===== src/hdl/tmpr_pkg.sv =====
// Package for the tile-mode pixel renderer: field widths, codes,
// controller/datapath command and status structs.
// No dependencies; used by every other module in hdl/ except tmpr_ram.
`default_nettype none

package tmpr_pkg;

  // Memory geometry
  localparam int VRAM_BYTES    = 16384;
  localparam int VRAM_AW       = $clog2(VRAM_BYTES);
  localparam int PALETTE_BYTES = 32;
  localparam int PAL_AW        = $clog2(PALETTE_BYTES);
  localparam int DISPLAY_WIDTH = 256;

  // Field widths
  localparam int KIND_W   = 2;
  localparam int ADDR_W   = 14;
  localparam int DATA_W   = 8;
  localparam int X_W      = 9;
  localparam int Y_W      = 9;
  localparam int COLOR_W  = 8;
  localparam int BASE_W   = 3;
  localparam int HEIGHT_W = 9;
  localparam int CFG_IDX_W  = 2;
  localparam int CFG_DATA_W = 9;

  // Input tdata packing, lowest bits first: address, data, x, y
  localparam int ADDR_LSB = 0;
  localparam int DATA_LSB = ADDR_LSB + ADDR_W;
  localparam int X_LSB    = DATA_LSB + DATA_W;
  localparam int Y_LSB    = X_LSB + X_W;
  localparam int IN_BITS  = Y_LSB + Y_W;
  localparam int IN_TDATA_W  = ((IN_BITS + 7) / 8) * 8;
  localparam int OUT_TDATA_W = ((COLOR_W + 7) / 8) * 8;

  localparam logic [X_W:0] DISPLAY_WIDTH_C = (X_W + 1)'(DISPLAY_WIDTH);
  localparam logic [HEIGHT_W-1:0] HEIGHT_RESET = HEIGHT_W'(192);

  // Item kinds
  localparam logic [KIND_W-1:0] KIND_VRAM_WR = 2'd0;
  localparam logic [KIND_W-1:0] KIND_PAL_WR  = 2'd1;
  localparam logic [KIND_W-1:0] KIND_QUERY   = 2'd2;

  // Config register indexes
  localparam logic [CFG_IDX_W-1:0] REG_NAME_BASE = 2'd0;
  localparam logic [CFG_IDX_W-1:0] REG_HEIGHT    = 2'd1;

  // Video memory address source
  typedef enum logic [2:0] {
    ADDR_IN,
    ADDR_NAME_LO,
    ADDR_NAME_HI,
    ADDR_PLANE_FIRST,
    ADDR_PLANE
  } addr_sel_e;

  typedef struct packed {
    logic      vram_we;
    logic      pal_we;
    logic      item_load;
    addr_sel_e addr_sel;
    logic [1:0] addr_plane;
    logic      cap_lo;
    logic      cap_tile;
    logic      cap_plane_en;
    logic [1:0] cap_plane;
    logic      out_load;
  } ctrl_cmd_t;

  typedef struct packed {
    logic is_vram_wr;
    logic is_pal_wr;
    logic is_query;
    logic oob;
    logic slot_free;
  } ctrl_stat_t;

endpackage

`default_nettype wire


===== src/hdl/tmpr_ctrl.sv =====
// Sequencer for the pixel renderer: walks a query through the name-word,
// pattern-plane and palette steps. Depends on tmpr_pkg.
`default_nettype none

module tmpr_ctrl (
  input  wire logic                clk_i,
  input  wire logic                rst_ni,
  input  wire logic                in_valid_i,
  output logic                     in_ready_o,
  input  wire tmpr_pkg::ctrl_stat_t stat_i,
  output tmpr_pkg::ctrl_cmd_t      cmd_o
);

  localparam logic [2:0] ST_IDLE = 3'd0;
  localparam logic [2:0] ST_NLO  = 3'd1;  // issue name word low byte
  localparam logic [2:0] ST_NHI  = 3'd2;  // issue high byte, take low
  localparam logic [2:0] ST_P0   = 3'd3;  // take high byte, issue plane 0
  localparam logic [2:0] ST_P1   = 3'd4;
  localparam logic [2:0] ST_P2   = 3'd5;
  localparam logic [2:0] ST_P3   = 3'd6;
  localparam logic [2:0] ST_OUT  = 3'd7;  // last plane in, wait for slot

  logic [2:0] state_q, state_d;
  logic       idx_done_q, idx_done_d;
  logic       beat_in;

  assign in_ready_o = (state_q == ST_IDLE);
  assign beat_in    = in_valid_i && in_ready_o;

  // Next state and commands
  always_comb begin
    state_d    = state_q;
    idx_done_d = idx_done_q;
    cmd_o      = '0;
    cmd_o.addr_sel = tmpr_pkg::ADDR_IN;
    unique case (state_q)
      ST_IDLE: begin
        cmd_o.vram_we   = beat_in && stat_i.is_vram_wr;
        cmd_o.pal_we    = beat_in && stat_i.is_pal_wr;
        cmd_o.item_load = beat_in && stat_i.is_query;
        if (beat_in && stat_i.is_query) begin
          state_d    = stat_i.oob ? ST_OUT : ST_NLO;
          idx_done_d = stat_i.oob;
        end
      end
      ST_NLO: begin
        cmd_o.addr_sel = tmpr_pkg::ADDR_NAME_LO;
        state_d = ST_NHI;
      end
      ST_NHI: begin
        cmd_o.addr_sel = tmpr_pkg::ADDR_NAME_HI;
        cmd_o.cap_lo   = 1'b1;
        state_d = ST_P0;
      end
      ST_P0: begin
        cmd_o.addr_sel   = tmpr_pkg::ADDR_PLANE_FIRST;
        cmd_o.addr_plane = 2'd0;
        cmd_o.cap_tile   = 1'b1;
        state_d = ST_P1;
      end
      ST_P1: begin
        cmd_o.addr_sel     = tmpr_pkg::ADDR_PLANE;
        cmd_o.addr_plane   = 2'd1;
        cmd_o.cap_plane_en = 1'b1;
        cmd_o.cap_plane    = 2'd0;
        state_d = ST_P2;
      end
      ST_P2: begin
        cmd_o.addr_sel     = tmpr_pkg::ADDR_PLANE;
        cmd_o.addr_plane   = 2'd2;
        cmd_o.cap_plane_en = 1'b1;
        cmd_o.cap_plane    = 2'd1;
        state_d = ST_P3;
      end
      ST_P3: begin
        cmd_o.addr_sel     = tmpr_pkg::ADDR_PLANE;
        cmd_o.addr_plane   = 2'd3;
        cmd_o.cap_plane_en = 1'b1;
        cmd_o.cap_plane    = 2'd2;
        state_d    = ST_OUT;
        idx_done_d = 1'b0;
      end
      ST_OUT: begin
        // plane 3 is taken on entry from ST_P3, only once
        cmd_o.addr_sel     = tmpr_pkg::ADDR_PLANE;
        cmd_o.addr_plane   = 2'd3;
        cmd_o.cap_plane_en = !idx_done_q;
        cmd_o.cap_plane    = 2'd3;
        idx_done_d         = 1'b1;
        if (idx_done_q && stat_i.slot_free) begin
          cmd_o.out_load = 1'b1;
          state_d        = ST_IDLE;
        end
      end
      default: state_d = ST_IDLE;
    endcase
  end

  always_ff @(posedge clk_i or negedge rst_ni) begin
    if (!rst_ni) begin
      state_q    <= ST_IDLE;
      idx_done_q <= 1'b0;
    end else begin
      state_q    <= state_d;
      idx_done_q <= idx_done_d;
    end
  end

endmodule

`default_nettype wire


===== config.mk =====
export PLATFORM = sky130hd
export DESIGN_NAME = tmpr_ctrl
export DESIGN_NICKNAME = d
export VERILOG_FILES = /design/src/hdl/tmpr_pkg.sv /design/src/hdl/tmpr_ctrl.sv
export SDC_FILE = /design/constraint.sdc
export NUM_CORES = 1
export LEC_CHECK = 0
export ABC_AREA = 1
export BUFFER_PORTS_ARGS = -buffer_cell sky130_fd_sc_hd__clkbuf_2
export CAP_MARGIN = 10
export CORE_AREA = 2 2 39 41
export DETAILED_ROUTE_END_ITERATION = 10
export DIE_AREA = 0 0 41 43
export SLEW_MARGIN = 10
export SYNTH_ARGS = -nofsm -noshare
export SYNTH_HDL_FRONTEND = slang
export SYNTH_SLANG_ARGS = --single-unit

===== constraint.sdc =====
create_clock -name clk_i -period 2 [get_ports clk_i]
set_input_delay 0.3 -clock clk_i [delete_from_list [all_inputs] [get_ports clk_i]]
set_output_delay 0.3 -clock clk_i [all_outputs]
set_load 0.1 [all_outputs]

==> flow_summary_export.csv <==
group,metric,value,unit
status,status,"finished, final reports clean",
timing,drv_slew,0,
die,die_w,41,um
setup_path,crit_start,"state_q[2]$_DFFE_PN0P_",
die,die_h,43,um
setup_path,worstSetupPathType,"reg2out",
route,top_layer,"met4",
synth,yosysWarnings,0,
global_route,antenna_found_initial,0,
placement,numPortBuffers,22,
clock_network,post_cts_resized,0,
synth,ys.flop_type,"dfrtp_1",
synth,synth_cell_types,17,
setup_path,end_kind,"primary output",
final_layout,finalNonFillerCells,101,
synth,synth_top_area_share,28.6,%
final_layout,fin_area,623,um2
timing,tightest_slew,0.540,ns
final_layout,antennaDiodeCount,0,
timing,min_period,1.85,ns
synth,synthArstFlopShare,100,%
clock_network,cts_max_level,1,
placement,hpwl,834,um
synth,syn_inst,61,
clock_network,cts_root_buf,"clkbuf_4",
timing,max_slew_margin,64.1,%
timing,max_freq,541,MHz
route,wl_met3,73,um
clock_network,clock-sinks,4,
synth,synth.top_cells.by_area,"dfrtp_1 (29%), nand2_1 (18%), inv_1 (12%), nor2_1 (11%), nand3_1 (4.3%)",
clock_network,cts_tree,"yes",
setup_path,r2r-start,"state_q[2]$_DFFE_PN0P_",
synth,synth.most_common_cell,"nand2_1",
global_route,grt_pass1_vias,401,
route,drt_wl_total,931,um
setup_path,cp_max_fo,10,
clock_network,clk_pin_slew,0.04,ns
final_layout,drive_above_1_share,50.6,%
clock_network,clock_path_buffers,2,
final_layout,fin_nets,95,
global_route,grt_overflow,0,
placement,gp_congestion,0.796,
route,drc,0,
global_route,grt_first_pass_wirelength,1550,um
clock_network,clk_latency,0.24,ns
synth,netlist_area,350,um2
synth,synth_area_per_cell,5.74,um2
timing,fin_skew,0.00413,ns
synth,ys_top_cells_by_count,"nand2_1 (17), inv_1 (11), nor2_1 (10)",
die,pin_count,23,
synth,synth-seq-area-share,28.6,%
global_route,grt_util_all_layers,13.7,%
setup_path,max_stage_delay,0.56,ns
clock_network,numCtsBuffers,3,
timing,setup_viol,0,
setup_path,crit_required,1.70,ns
setup_path,cp_cell_sequence,"inv_2 > o21ai_2 > clkbuf_2",
setup_path,crit_arrival,1.55,ns
clock_network,cts_setup_buffers,0,
route,drt_iter0_markers,5,
global_route,grt_max_degree,11,
route,dr_wl_met2,465,um
final_layout,area_growth,77.9,%
die,initial_utilization,25.3,%
synth,synth-edff-count,0,
synth,synth_nets,69,
route,final_antenna_net_count,0,
route,dr.pass1.iters,3,
timing,fin_crit_sh,92.4,%
timing,hold_viol_final,0,
die,dieArea,0.00176,mm2
placement,post-place-ws,0.382,ns
setup_path,cp-start-kind,"register",
setup_path,reg2reg_depth,4,
timing,final.setup.worst_slack,0.152,ns
placement,dp.cells,97,
die,core_area,0.00138,mm2
route,wl_met1,357,um
flow_run,drv_cap,0,
timing,rsz0062_at_grt,"false",
route,via_per_inst,4.39,
route,dr_total_vias,443,
placement,placed_area,591,um2
die,std_cell_rows,14,
setup_path,cp_slowest_cell,"dfrtp_1",
route,wl_per_cell,9.22,um
min_path,hold_path.class,"in2async",
synth,synth.ff_latch_count,4,
synth,synth_largest_area_cell,"dfrtp_1",
-- metrics by stage --
step | TNS [ns] | utilization (%) | hold slack (ns)
finish | 0 | 45.0 | 0.402
global route | 0 | 45.0 | 0.402
CTS | 0 | 45.0 | 0.394
detailed placement | 0 | 42.7 | 0.110
global placement | 0 | 42.7 | 0.110
floorplan | -0.646 | - | 0.00441
-- placed cells by master, fill, tap and decap left out --
cell and n:
dfrtp_1 4, clkinvlp_4 1, nand3_1 3, o21ai_1 1, nor3_4 1, inv_1 10
nor3_2 1, o21ai_0 1, clkbuf_4 3, nand2_2 2, dlygate4sd3_1 1, o211ai_1 1
o21ai_2 2, a21oi_1 1, clkbuf_2 18, nand2_4 1, nor2_2 3, nand2_1 15
nor2_1 5, inv_2 3, buf_12 4, nor2_4 4
-- layer usage --
metal,GRT usage [%],vias up
li1,-,234
met1,14.7,186
met2,20.0,19
met3,3.14,4
met4,14.0,0
met5,0,-
-- registers in the layout (all words and copies together) (netlist names) --
register    cells
state_q         3
idx_done_q      1
-- cells by family after synthesis --
group	after synthesis	share of synthesized area, %
DFF	4	28.6
and+or+nand+nor	35	42.9
AOI/OAI and AO/OA	6	10.4
buffers and inverters	16	18.2
-- final cells by class --
type,count,area [um2]
tap,16,20.0
inverter,14,56.3
sequential,4,100
clock buffer,3,22.5
multi-input combinational,41,244
fill,153,761
timing repair buffer,23,180
-- critical path: cells and delay by family (launching register included) --
family	cells	cell delay [ns]
compound gates	1	0.15
flops	1	0.56
buf+inv	2	0.61
-- worst paths after layout --
kind,to,slack [ns]
max,cmd_o[3],0.15
min,state_q[0]$_DFFE_PN0P_,0.40
max reg2reg,state_q[0]$_DFFE_PN0P_,0.83
min reg2reg,idx_done_q$_DFFE_PN0P_,0.51
max in group asynchronous,idx_done_q$_DFFE_PN0P_,1.47
min in group clk_i,state_q[0]$_DFFE_PN0P_,0.41
-- repair_timing --
item | in CTS | in global routing
hold buffers | 1 | 0
endpoints found under the hold margin | 4 | 0
setup endpoints to repair | 0 | 0
Power is not shown: default switching activity piles up to over one toggle a cycle in this logic, so the estimate is an artifact.
